$ cat src/rtl/clsr_pkg.sv
// Shared constants, command/status types and modular fold function for the shuffled LCG.
package clsr_pkg;

   localparam int DATA_W             = 31;
   localparam int MUL_W              = 16;
   localparam int PROD_W             = DATA_W + MUL_W;
   localparam int TABLE_SIZE_DEFAULT = 32;

   // request command codes
   localparam logic CMD_DRAW = 1'b0;
   localparam logic CMD_SEED = 1'b1;

   localparam logic [31:0]       MOD_A        = 32'd2147483563;
   localparam logic [31:0]       MOD_B        = 32'd2147483399;
   localparam logic [MUL_W-1:0]  MUL_A        = 16'd40014;
   localparam logic [MUL_W-1:0]  MUL_B        = 16'd40692;
   // 2^31 is congruent to these values modulo MOD_A and MOD_B
   localparam logic [7:0]        FOLD_A       = 8'd85;
   localparam logic [7:0]        FOLD_B       = 8'd249;
   localparam logic [31:0]       WRAP_ADD     = 32'd2147483562;
   localparam logic [DATA_W-1:0] FIRST_RESET  = 31'd1;
   localparam logic [DATA_W-1:0] SECOND_RESET = 31'd123456789;

   typedef struct packed {
      logic load_seed;
      logic mult;
      logic step_a;
      logic step_b;
      logic fill;
      logic finish;
   } clsr_cmd_type;

   typedef struct packed {
      logic fill_done;
      logic out_free;
   } clsr_status_type;

   // Product of a 31-bit value and a 16-bit multiplier reduced modulo m.
   // High part folds back through f, one subtract finishes the job.
   function automatic logic [DATA_W-1:0] mod_fold(input logic [PROD_W-1:0] p,
                                                  input logic [31:0]       m,
                                                  input logic [7:0]        f);
      logic [31:0] s;
      s = 32'(p[DATA_W-1:0]) + 32'(p[PROD_W-1:DATA_W]) * 32'(f);
      if (s >= m) begin
         s = s - m;
      end
      return s[DATA_W-1:0];
   endfunction

endpackage

$ cat src/rtl/clsr_channels.sv
// Valid/ready channel interfaces for request and response words.
interface clsr_req_if;
   logic                       valid;
   logic                       ready;
   logic                       command;
   logic [clsr_pkg::DATA_W-1:0] seed_value;

   modport source  (output valid, output command, output seed_value, input ready);
   modport sink    (input valid, input command, input seed_value, output ready);
   modport monitor (input valid, input command, input seed_value, input ready);
endinterface

interface clsr_rsp_if;
   logic                       valid;
   logic                       ready;
   logic [clsr_pkg::DATA_W-1:0] sample;

   modport source  (output valid, output sample, input ready);
   modport sink    (input valid, input sample, output ready);
   modport monitor (input valid, input sample, input ready);
endinterface

$ cat src/rtl/clsr_datapath.sv
// Generator registers, modular multipliers, index unit and shuffle table memory.
module clsr_datapath #(
   parameter int TABLE_SIZE = clsr_pkg::TABLE_SIZE_DEFAULT
) (
   input  logic                        clock,
   input  logic                        reset,
   input  clsr_pkg::clsr_cmd_type      cmd,
   output clsr_pkg::clsr_status_type   status,
   input  logic [clsr_pkg::DATA_W-1:0] seed_value,
   output logic                        rsp_valid,
   input  logic                        rsp_ready,
   output logic [clsr_pkg::DATA_W-1:0] rsp_sample
);
   import clsr_pkg::*;

   localparam int      IW     = $clog2(TABLE_SIZE);
   localparam int      CW     = $clog2(TABLE_SIZE + 8);
   localparam longint  BUCKET = 64'd1 + (64'd2147483563 - 64'd1) / TABLE_SIZE;
   localparam longint  RECIP  = (64'd1 << 31) / BUCKET;
   localparam int      MW     = $clog2(RECIP + 1);
   localparam int      QPW    = DATA_W + MW;

   logic [DATA_W-1:0] gen_a_ff, gen_a_in;
   logic [DATA_W-1:0] gen_b_ff, gen_b_in;
   logic [DATA_W-1:0] last_ff, last_in;
   logic [PROD_W-1:0] prod_a_ff, prod_b_ff;
   logic [MW-1:0]     qest_ff;
   logic [CW-1:0]     cnt_ff, cnt_in;
   logic [IW-1:0]     idx_ff;
   logic [DATA_W-1:0] rd_ff;
   logic              rdv_ff;
   logic [TABLE_SIZE-1:0] valid_ff;
   logic [DATA_W-1:0] mem [TABLE_SIZE];
   logic              rsp_valid_ff, rsp_valid_in;
   logic [DATA_W-1:0] sample_ff;

   logic [DATA_W-1:0] red_a, red_b, seed_eff, picked, y_val;
   logic [QPW-1:0]    qprod;
   logic [31:0]       qb, rem, y_wide;
   logic [MW:0]       q_fix;
   logic [IW-1:0]     idx_next, wr_addr;
   logic              fill_wr, wr_en;
   logic [DATA_W-1:0] wr_data;

   assign red_a    = mod_fold(prod_a_ff, MOD_A, FOLD_A);
   assign red_b    = mod_fold(prod_b_ff, MOD_B, FOLD_B);
   assign seed_eff = (seed_value == '0) ? DATA_W'(1) : seed_value;

   // index = last / BUCKET: reciprocal estimate may be one short, then corrected
   assign qprod    = QPW'(last_ff) * QPW'(RECIP);
   assign qb       = 32'(qest_ff) * 32'(BUCKET);
   assign rem      = 32'(last_ff) - qb;
   assign q_fix    = (MW+1)'(qest_ff) + (MW+1)'(rem >= 32'(BUCKET));
   assign idx_next = (q_fix >= (MW+1)'(TABLE_SIZE)) ? IW'(TABLE_SIZE - 1) : IW'(q_fix);

   assign picked = rdv_ff ? rd_ff : '0;
   assign y_wide = (picked > gen_b_ff) ? (32'(picked) - 32'(gen_b_ff))
                                       : (32'(picked) + WRAP_ADD - 32'(gen_b_ff));
   assign y_val  = y_wide[DATA_W-1:0];

   assign fill_wr = cmd.fill && (cnt_ff < CW'(TABLE_SIZE));
   assign wr_en   = fill_wr || cmd.finish;
   assign wr_addr = cmd.finish ? idx_ff : IW'(cnt_ff);
   assign wr_data = cmd.finish ? gen_a_ff : red_a;

   always_comb begin
      gen_a_in     = gen_a_ff;
      gen_b_in     = gen_b_ff;
      last_in      = last_ff;
      cnt_in       = cnt_ff;
      rsp_valid_in = rsp_valid_ff && !rsp_ready;
      if (cmd.load_seed) begin
         gen_a_in = seed_eff;
         gen_b_in = seed_eff;
         cnt_in   = CW'(TABLE_SIZE + 7);
      end
      if (cmd.step_a) begin
         gen_a_in = red_a;
      end
      if (cmd.step_b) begin
         gen_b_in = red_b;
      end
      if (cmd.fill) begin
         cnt_in = cnt_ff - CW'(1);
         if (cnt_ff == '0) begin
            last_in = red_a;
         end
      end
      if (cmd.finish) begin
         last_in      = y_val;
         rsp_valid_in = 1'b1;
      end
   end

   always_ff @(posedge clock) begin
      if (reset) begin
         gen_a_ff     <= FIRST_RESET;
         gen_b_ff     <= SECOND_RESET;
         last_ff      <= '0;
         cnt_ff       <= '0;
         rsp_valid_ff <= 1'b0;
         valid_ff     <= '0;
      end else begin
         gen_a_ff     <= gen_a_in;
         gen_b_ff     <= gen_b_in;
         last_ff      <= last_in;
         cnt_ff       <= cnt_in;
         rsp_valid_ff <= rsp_valid_in;
         if (wr_en) begin
            valid_ff[wr_addr] <= 1'b1;
         end
         if (cmd.step_b) begin
            rdv_ff <= valid_ff[idx_next];
         end
      end
   end

   always_ff @(posedge clock) begin
      if (cmd.mult) begin
         prod_a_ff <= PROD_W'(gen_a_ff) * PROD_W'(MUL_A);
         prod_b_ff <= PROD_W'(gen_b_ff) * PROD_W'(MUL_B);
         qest_ff   <= qprod[QPW-1:DATA_W];
      end
      if (cmd.finish) begin
         sample_ff <= y_val;
      end
   end

   // shuffle table: one write port, one registered read port
   always_ff @(posedge clock) begin
      if (wr_en) begin
         mem[wr_addr] <= wr_data;
      end
      if (cmd.step_b) begin
         rd_ff  <= mem[idx_next];
         idx_ff <= idx_next;
      end
   end

   assign status.fill_done = (cnt_ff == '0);
   assign status.out_free  = !rsp_valid_ff || rsp_ready;
   assign rsp_valid        = rsp_valid_ff;
   assign rsp_sample       = sample_ff;

endmodule

$ cat src/rtl/clsr_ctrl.sv
// Sequencer for seeding, warm-up and draw steps.
module clsr_ctrl (
   input  logic                      clock,
   input  logic                      reset,
   input  logic                      req_valid,
   input  logic                      req_command,
   output logic                      req_ready,
   input  clsr_pkg::clsr_status_type status,
   output clsr_pkg::clsr_cmd_type    cmd
);
   import clsr_pkg::*;

   typedef enum logic [2:0] {
      ST_IDLE,
      ST_MUL,
      ST_RED,
      ST_FIN,
      ST_SMUL,
      ST_SRED
   } state_type;

   state_type state_ff, state_in;
   logic      ready_ff;
   logic      accept;

   assign accept = ready_ff && req_valid;

   always_comb begin
      state_in = state_ff;
      cmd      = '0;
      case (state_ff)
         ST_IDLE: begin
            if (accept) begin
               cmd.load_seed = (req_command == CMD_SEED);
               state_in      = (req_command == CMD_SEED) ? ST_SMUL : ST_MUL;
            end
         end
         ST_MUL: begin
            cmd.mult = 1'b1;
            state_in = ST_RED;
         end
         ST_RED: begin
            cmd.step_a = 1'b1;
            cmd.step_b = 1'b1;
            state_in   = ST_FIN;
         end
         ST_FIN: begin
            if (status.out_free) begin
               cmd.finish = 1'b1;
               state_in   = ST_IDLE;
            end
         end
         ST_SMUL: begin
            cmd.mult = 1'b1;
            state_in = ST_SRED;
         end
         ST_SRED: begin
            cmd.step_a = 1'b1;
            cmd.fill   = 1'b1;
            state_in   = status.fill_done ? ST_MUL : ST_SMUL;
         end
         default: begin
            state_in = ST_IDLE;
         end
      endcase
   end

   always_ff @(posedge clock) begin
      if (reset) begin
         state_ff <= ST_IDLE;
         ready_ff <= 1'b1;
      end else begin
         state_ff <= state_in;
         ready_ff <= (state_in == ST_IDLE);
      end
   end

   assign req_ready = ready_ff;

endmodule

$ cat src/rtl/combined_lcg_shuffled_random.sv
// Top level of the combined LCG generator with shuffle table.
// Uniform random source: two multiplicative congruential generators (moduli
// 2147483563 and 2147483399, multipliers 40014 and 40692) combined through a
// TABLE_SIZE-entry shuffle table. A request word with command 0 draws one value;
// command 1 loads both generators with seed_value (0 taken as 1), steps the first
// generator TABLE_SIZE+8 times filling the table from the top entry down, then
// draws. Every request word yields exactly one response word whose sample is the
// numerator of a uniform value over 2147483563. A draw goes from acceptance to the
// response register through the multiply, the modular fold with table read, and the
// subtract with table write-back; the next request is taken in the idle state that
// follows, so draws never overlap. A seed adds one multiply and one fold per warm-up
// step. Each generator has a single multiplier, shared by draw and warm-up steps. The
// response register holds a finished word while the next request is accepted; the
// block stalls only before writing a new result over one not yet taken. After reset
// the table reads as all zeros.
module combined_lcg_shuffled_random #(
   parameter int TABLE_SIZE = clsr_pkg::TABLE_SIZE_DEFAULT
) (
   input  logic            clock,
   input  logic            reset,
   clsr_req_if.sink        req_port,
   clsr_rsp_if.source      rsp_port
);
   import clsr_pkg::*;

   clsr_cmd_type    cmd;
   clsr_status_type status;
   logic            rsp_valid;
   logic [DATA_W-1:0] rsp_sample;

   // sequencer: request acceptance and step ordering
   clsr_ctrl u_ctrl (
      .clock       (clock),
      .reset       (reset),
      .req_valid   (req_port.valid),
      .req_command (req_port.command),
      .req_ready   (req_port.ready),
      .status      (status),
      .cmd         (cmd)
   );

   // arithmetic, shuffle table and response register
   clsr_datapath #(
      .TABLE_SIZE (TABLE_SIZE)
   ) u_datapath (
      .clock      (clock),
      .reset      (reset),
      .cmd        (cmd),
      .status     (status),
      .seed_value (req_port.seed_value),
      .rsp_valid  (rsp_valid),
      .rsp_ready  (rsp_port.ready),
      .rsp_sample (rsp_sample)
   );

   assign rsp_port.valid  = rsp_valid;
   assign rsp_port.sample = rsp_sample;

endmodule

$ cat src/flat_wrapper.sv
// flat-port wrapper written by rule: the top's interface ports become plain ports
module combined_lcg_shuffled_random_flat import clsr_pkg::*;
#(
   parameter int TABLE_SIZE = clsr_pkg::TABLE_SIZE_DEFAULT
)
  (clock, reset, req_port_valid, req_port_command, req_port_seed_value, req_port_ready, rsp_port_valid, rsp_port_sample, rsp_port_ready);
  clsr_req_if req_port_i ();
  clsr_rsp_if rsp_port_i ();
  input  logic clock;
  input  logic reset;
  input wire logic [$bits(req_port_i.valid)-1:0] req_port_valid;
  input wire logic [$bits(req_port_i.command)-1:0] req_port_command;
  input wire logic [$bits(req_port_i.seed_value)-1:0] req_port_seed_value;
  output wire logic [$bits(req_port_i.ready)-1:0] req_port_ready;
  output wire logic [$bits(rsp_port_i.valid)-1:0] rsp_port_valid;
  output wire logic [$bits(rsp_port_i.sample)-1:0] rsp_port_sample;
  input wire logic [$bits(rsp_port_i.ready)-1:0] rsp_port_ready;
  assign req_port_i.valid = req_port_valid;
  assign req_port_i.command = req_port_command;
  assign req_port_i.seed_value = req_port_seed_value;
  assign req_port_ready = req_port_i.ready;
  assign rsp_port_valid = rsp_port_i.valid;
  assign rsp_port_sample = rsp_port_i.sample;
  assign rsp_port_i.ready = rsp_port_ready;
  combined_lcg_shuffled_random #(.TABLE_SIZE(TABLE_SIZE)) u_core (.clock(clock), .reset(reset), .req_port(req_port_i), .rsp_port(rsp_port_i));
endmodule
$ cat config.mk
export PLATFORM = sky130hd
export DESIGN_NAME = combined_lcg_shuffled_random_flat
export DESIGN_NICKNAME = d
export VERILOG_FILES = /design/src/rtl/clsr_pkg.sv /design/src/rtl/clsr_channels.sv /design/src/rtl/clsr_datapath.sv /design/src/rtl/clsr_ctrl.sv /design/src/rtl/combined_lcg_shuffled_random.sv /design/src/flat_wrapper.sv
export SDC_FILE = /design/constraint.sdc
export NUM_CORES = 2
export LEC_CHECK = 0
export ABC_AREA = 1
export BUFFER_PORTS_ARGS = -buffer_cell sky130_fd_sc_hd__buf_4
export CORE_MARGIN = 3
export CORE_UTILIZATION = 35
export DETAILED_ROUTE_END_ITERATION = 10
export GPL_TIMING_DRIVEN = 1
export PLACE_DENSITY = 0.5
export REMOVE_ABC_BUFFERS = 1
export SYNTH_ARGS = -nofsm -noshare
export SYNTH_HDL_FRONTEND = slang
export SYNTH_SLANG_ARGS = --single-unit
$ cat constraint.sdc
create_clock -name clock -period 9.8 [get_ports clock]
set_input_delay 2.94 -clock clock [delete_from_list [all_inputs] [get_ports clock]]
set_output_delay 2.94 -clock clock [all_outputs]
set_load 0.03 [all_outputs]
# == Word level (Yosys, flattened, before mapping) ==
# Memories as Yosys holds them, arrays and structs flattened. A register that Yosys moved wholly into a read port is not among the register bits.
# Index checks and enable logic that the tools add are counted.
# op_classes
n_mul,5
reduce_logical,21
n_lt_le_gt_ge,9
mux,36
eq_ne,5
bitwise_logic,2
add_sub_neg,10
# op_table
operator,count
$mux W31,12
$ge A32 B31 Y1 const B,2
$sub A31 B31 Y31,2
$sub A31 B31 Y31 const B,2
$mul A31 B15 Y46 const B,1
$mul A31 B14 Y45 const B,1
$add A31 B23 Y32,1
$add A31 B24 Y32,1
$ge A32 B26 Y1 const B,1
$or A32 B32 Y32,1
$sub A31 B31 Y32,1
$add A31 B31 Y31 const B,1
$gt A31 B31 Y1,1
$logic_not A31 Y1,1
$mul A5 B25 Y30 const B,1
$mul A16 B8 Y24 const B,1
$mul A16 B7 Y23 const B,1
$pmux W3 S6,1
$mux W1,13
$lt A5 B6 Y1 const B,2
$mux W3,4
$mux W6,2
$mux W5,2
$reduce_bool A2 Y1,5
other kinds (18),28
# totals
in_bits,36
register_bits,269
memories,1
word_cells,103
out_inout_bits,33
ramBits,992
# mem_list
name,depth,width,rd,rd_clocked_by_memory_dff,write_ports,line,source
u_core.u_datapath.mem,32,31,1,1,1,clsr_datapath.sv:33,logic [DATA_W-1:0] mem [TABLE_SIZE];

# == Depth between registers and ports, before layout ==
# depth
ltp_word,10
depth_mapped,45
depth_no_buf,43

# == Hierarchy ==
# From an unflattened synthesis, not the netlist that was laid out.
# unflattened
hier_cells,8418
hier_area_um2,82480.4
# by_module_without_submodules
module,seq_area_each_um2,n_inst,cells_per_inst,area_per_inst_um2
clsr_datapath,37335.8,1,8375,82216.4
clsr_ctrl,80.1,1,43,264.0

# == Least setup slack after synthesis ==
# No wires, ideal clock.
# synth_timing
path_type,flip-flop to flip-flop
startpoint,reg u_core.u_datapath.qest_ff[3]
endpoint,"reg u_core.u_datapath.rd_ff[10] (read register of u_core.u_datapath.mem), data pin"
setup_ns,0.152
stages_incl_launch_ff,44
setup_slack_ns,2.231
t_required_ns,9.648
t_arrival_ns,7.418
cell_sequence,edfxtp_1 fa_1 inv_1 fa_1 fa_1 inv_1 ha_1 inv_1 or2_2 o21ai_0 nand2_1 a31oi_1 fa_1 inv_1 ha_1 inv_1 o21ai_0 a21oi_1 [... 8 more ...] a21oi_1 nand2_1 nor2_1 nand3_1 nand2_1 ha_1 nand2_1 inv_1 nand2_1 nand2_1 clkbuf_1 clkbuf_1 clkbuf_1 clkbuf_1 nor2_1 o221ai_1 o211ai_1 a31oi_1
# synth_via
elab_chain_cells,6
# synth_lines
element,line,source
start: declaration,clsr_datapath.sv:27,logic [MW-1:0] qest_ff;
start signal: assignment,clsr_datapath.sv:122,qest_ff <= qprod[QPW-1:DATA_W];
$mul A5 B25 Y30,clsr_datapath.sv:51,assign qb = 32'(qest_ff) * 32'(BUCKET);
$sub A31 B31 Y32,clsr_datapath.sv:52,assign rem = 32'(last_ff) - qb;
$ge A32 B26 Y1,clsr_datapath.sv:53,assign q_fix = (MW+1)'(qest_ff) + (MW+1)'(rem >= 32'(BUCKET));
$add A5 B1 Y6 *,clsr_datapath.sv:53,
$ge A6 B6 Y1,clsr_datapath.sv:54,assign idx_next = (q_fix >= (MW+1)'(TABLE_SIZE)) ? IW'(TABLE_SIZE - 1) : IW'(q_fix);
$mux W5 *,clsr_datapath.sv:54,
end: declaration,clsr_datapath.sv:30,logic [DATA_W-1:0] rd_ff;
# Mark *: on every way between the ends. The rest lies on a longest branch, timed or not.
# A chain may end at the register's enable or synchronous reset.

# == Final worst setup path ==
# layout_timing
startpoint,reg u_core.u_datapath.qest_ff[3]
endpoint,"reg u_core.u_datapath.rd_ff[23] (read register of u_core.u_datapath.mem), data pin"
# The elaborated chain is that of the path after synthesis.

==> reports/qor.yml <==
clock_network:
  cts_buffer_depth: 3
  clockRootBuffer: "clkbuf_16"
  cts_hold_buf: 0
  cts_tree: "done"
  cts_resized: 0
  htreeDepth: 4
  cts.sinks: 1291
  cts.clk_slew.worst_paths_ps: 60
  clk_latency_ps: 830
  cts_setup_buffers: 0
  cts_made_buffers: 150
cells_and_area:
  areaGrowthSynthToFinish_pct: 12.06
  mostFrequentLayoutCell: "inv_1"
  final_cell_mix: "1,212 x inv_1, 1,166 x nand2_1, 1,156 x edfxtp_1"
  nets: 9513
  fin_area_um2: 92140
  drive_above_1_share_pct: 6.392
  stdcell_count: 11680
yosys:
  synth-edff-count: 1156
  yosys_most_used_dff: "edfxtp_1"
  syn_inst: 8351
  synth.top_cell.area_share_pct: 42.22
  synth_area_um2: 82220
  syn_avg_cell_area_um2: 9.846
  yosysWarnings: 0
  synth_top_area_cell: "edfxtp_1"
  yosysUniqueCellTypes: 68
  synth_area_leaders: "edfxtp_1 42%, fa_1 11%, ha_1 9.0%, inv_1 5.5%, nand2_1 5.3%"
  ys_seq_elements: 1291
  async_flop_share_pct: 0
  yosysSeqAreaShare_pct: 45.51
placed_design:
  hpwl_um: 194800
  postPlaceCellArea_um2: 87160
  dp.cells: 11400
  portBuffers: 68
  gp_congestion: 0.9396
critical_path:
  cp_num_buf_inv: 5
  slowest_delay_ps: 700
  end_kind: "flop"
  r2r-start: "u_core.u_datapath.qest_ff[3]"
  setup.reg_to_reg.worst_slack_ps: 620
  required_ps: 10320
  critPathMaxFanout: 96
  crit_slowest_cell: "nor4_1"
  rr_worst_depth: 38
  startpoint_type: "flop"
  critical_path_class: "reg2reg"
  cpMostUsedCell: "nand2_1"
  critPathTopFamily: "simple AND/OR/NAND/NOR gates"
  rr_endpoint: "u_core.u_datapath.rd_ff[23]"
  arrival_ps: 9690
sta:
  fmaxAchievable_mhz: 109.0
  finalCritPeriodShare_pct: 93.63
  setup_violations: 0
  hold_violations: 0
  tightest_slew_ps: 1296
  relSlewSlack_pct: 13.59
  finalClockSkew_ps: 85.85
  period_minus_slack_ps: 9176
  rsz0062_at_grt: "false"
  maxSlewViolCount: 0
  worst_hold_slack_ps: 467.4
routing:
  final_antenna_net_count: 0
  avgRoutedWirePerCell_um: 23.97
  firstDrtPassIters: 6
  drcViolationCount: 0
  vias_per_cell: 5.268
  drt_iter0_markers: 5527
  vias: 61510
  finalWirelength_um: 279900
worst_hold_path:
  hp-class: "reg2reg"
  holdPathStages: 2
  hp-start: "u_core.u_datapath.valid_ff[10]"
  holdPathEnd: "u_core.u_datapath.valid_ff[10]"
floorplan:
  die_y_um: 490.7
  fp.dieW_um: 490.7
  core_area_um2: 233200
  initial_utilization_pct: 35.26
  dieArea_um2: 240800
  row_count: 177
  ios: 69
global_routing:
  antenna_found_initial: 18
  grt_pass1_wl_um: 411000
  grt-ovfl-total: 0
  grt_max_degree: 105
  grt_pass1_vias: 60880
  grt.total_usage_pct: 22.82
status:
  status: "finished clean"
job:
  cap_violations: 0
## metrics by stage
stage,setup WS [ps],setup TNS [ps],utilization (%)
2_1_floorplan,-15170,-2872220,-
3_3_place_gp,768.7,0,37.37
3_5_place_dp,827.6,0,37.37
4_1_cts,806.1,0,39.51
5_1_grt,83.94,0,39.51
6_report,623.8,0,39.51
## synth_stat cells (4+ instances only)
cell type and n:
a211oi_1 7, nand2_4 4, a21o_1 23, fa_1 469, ha_1 590, o22ai_1 125
o21ai_1 11, o21ai_0 741, buf_2 7, edfxtp_1 1156, nor2_2 8, and2_1 7
o311ai_0 4, o21bai_1 22, xnor2_1 49, o221ai_1 108, o21ai_2 7, a21oi_1 351
nand3b_1 16, buf_1 12, nand2_2 15, inv_1 1213, clkinv_1 6, o22a_1 26
o21a_1 19, dfxtp_1 135, a31oi_1 78, xor2_1 144, nand4_1 49, inv_2 5
nor4_1 21, o211ai_1 116, a21boi_0 15, nand3_1 254, or2_2 10, clkbuf_1 261
nand3_2 6, nand2_1 1169, nor2_1 980, nor3_1 64
## flip-flops by register name, summed over array words and instances, names as in the netlist
signal and flops:
u_core.u_datapath.rdv_ff 1, u_core.u_datapath.rd_ff 31, u_core.u_datapath.rsp_valid 1, u_core.u_datapath.prod_a_ff 46, u_core.u_datapath.mem 992, u_core.u_datapath.rsp_sample 31
u_core.u_ctrl.state_ff 3, u_core.u_datapath.gen_b_ff 31, u_core.u_datapath.valid_ff 32, u_core.u_datapath.prod_b_ff 45, u_core.u_datapath.cnt_ff 6, u_core.u_ctrl.req_ready 1
u_core.u_datapath.gen_a_ff 31, u_core.u_datapath.qest_ff 5, u_core.u_datapath.idx_ff 5, u_core.u_datapath.last_ff 30
## layer usage
metal  global-route usage [%]  vias to the layer above  wire (um)
li1                         -                    28490          -
met1                    31.30                    30880     125000
met2                    38.05                     1794     132300
met3                    2.582                      356      13990
met4                    6.507                        0       8618
met5                        0                        -          0
## cells by family after synthesis
kind of cell               Yosys count  synth area share (%)
and+or+nand+nor                   2613                 13.01
buffers and inverters             1511                 6.983
DFF                               1291                 45.51
adders and majority gates         1059                 20.40
AOI/OAI and AO/OA                 1679                 11.93
xor gates and xnor gates           198                 2.169
## cell type report
type	count	area, um^2
clock buffer	188	3978
fill	22970	141100
timing repair buffer	202	1792
antenna	3	7.507
clock inverter	88	996.0
inverter	1224	4608
tap	3132	3919
sequential	1291	37420
multi-input combinational	5549	39420
## worst min-delay path, stage by stage, from the launching register on
cell and delay (ps):
dfxtp_1 320, nor2_1 40, nor2_1 70
## worst max path at each step
stage	start	to	slack, ps	depth (start not counted)
final	u_core.u_datapath.qest_ff[3]	u_core.u_datapath.rd_ff[23]	620	38
after global placement	u_core.u_datapath.qest_ff[3]	u_core.u_datapath.rd_ff[0]	770	40
after floorplan	u_core.u_datapath.qest_ff[3]	u_core.u_datapath.rd_ff[0]	-15170	42
after detailed placement	u_core.u_datapath.qest_ff[3]	u_core.u_datapath.rd_ff[23]	830	38
after global routing	u_core.u_datapath.qest_ff[3]	u_core.u_datapath.rd_ff[21]	80	40
after CTS	u_core.u_datapath.qest_ff[3]	u_core.u_datapath.rd_ff[23]	810	38
Power is left out: the tool's default activity adds up to more than one toggle a clock period on the data nets, which glitch-free logic cannot reach.
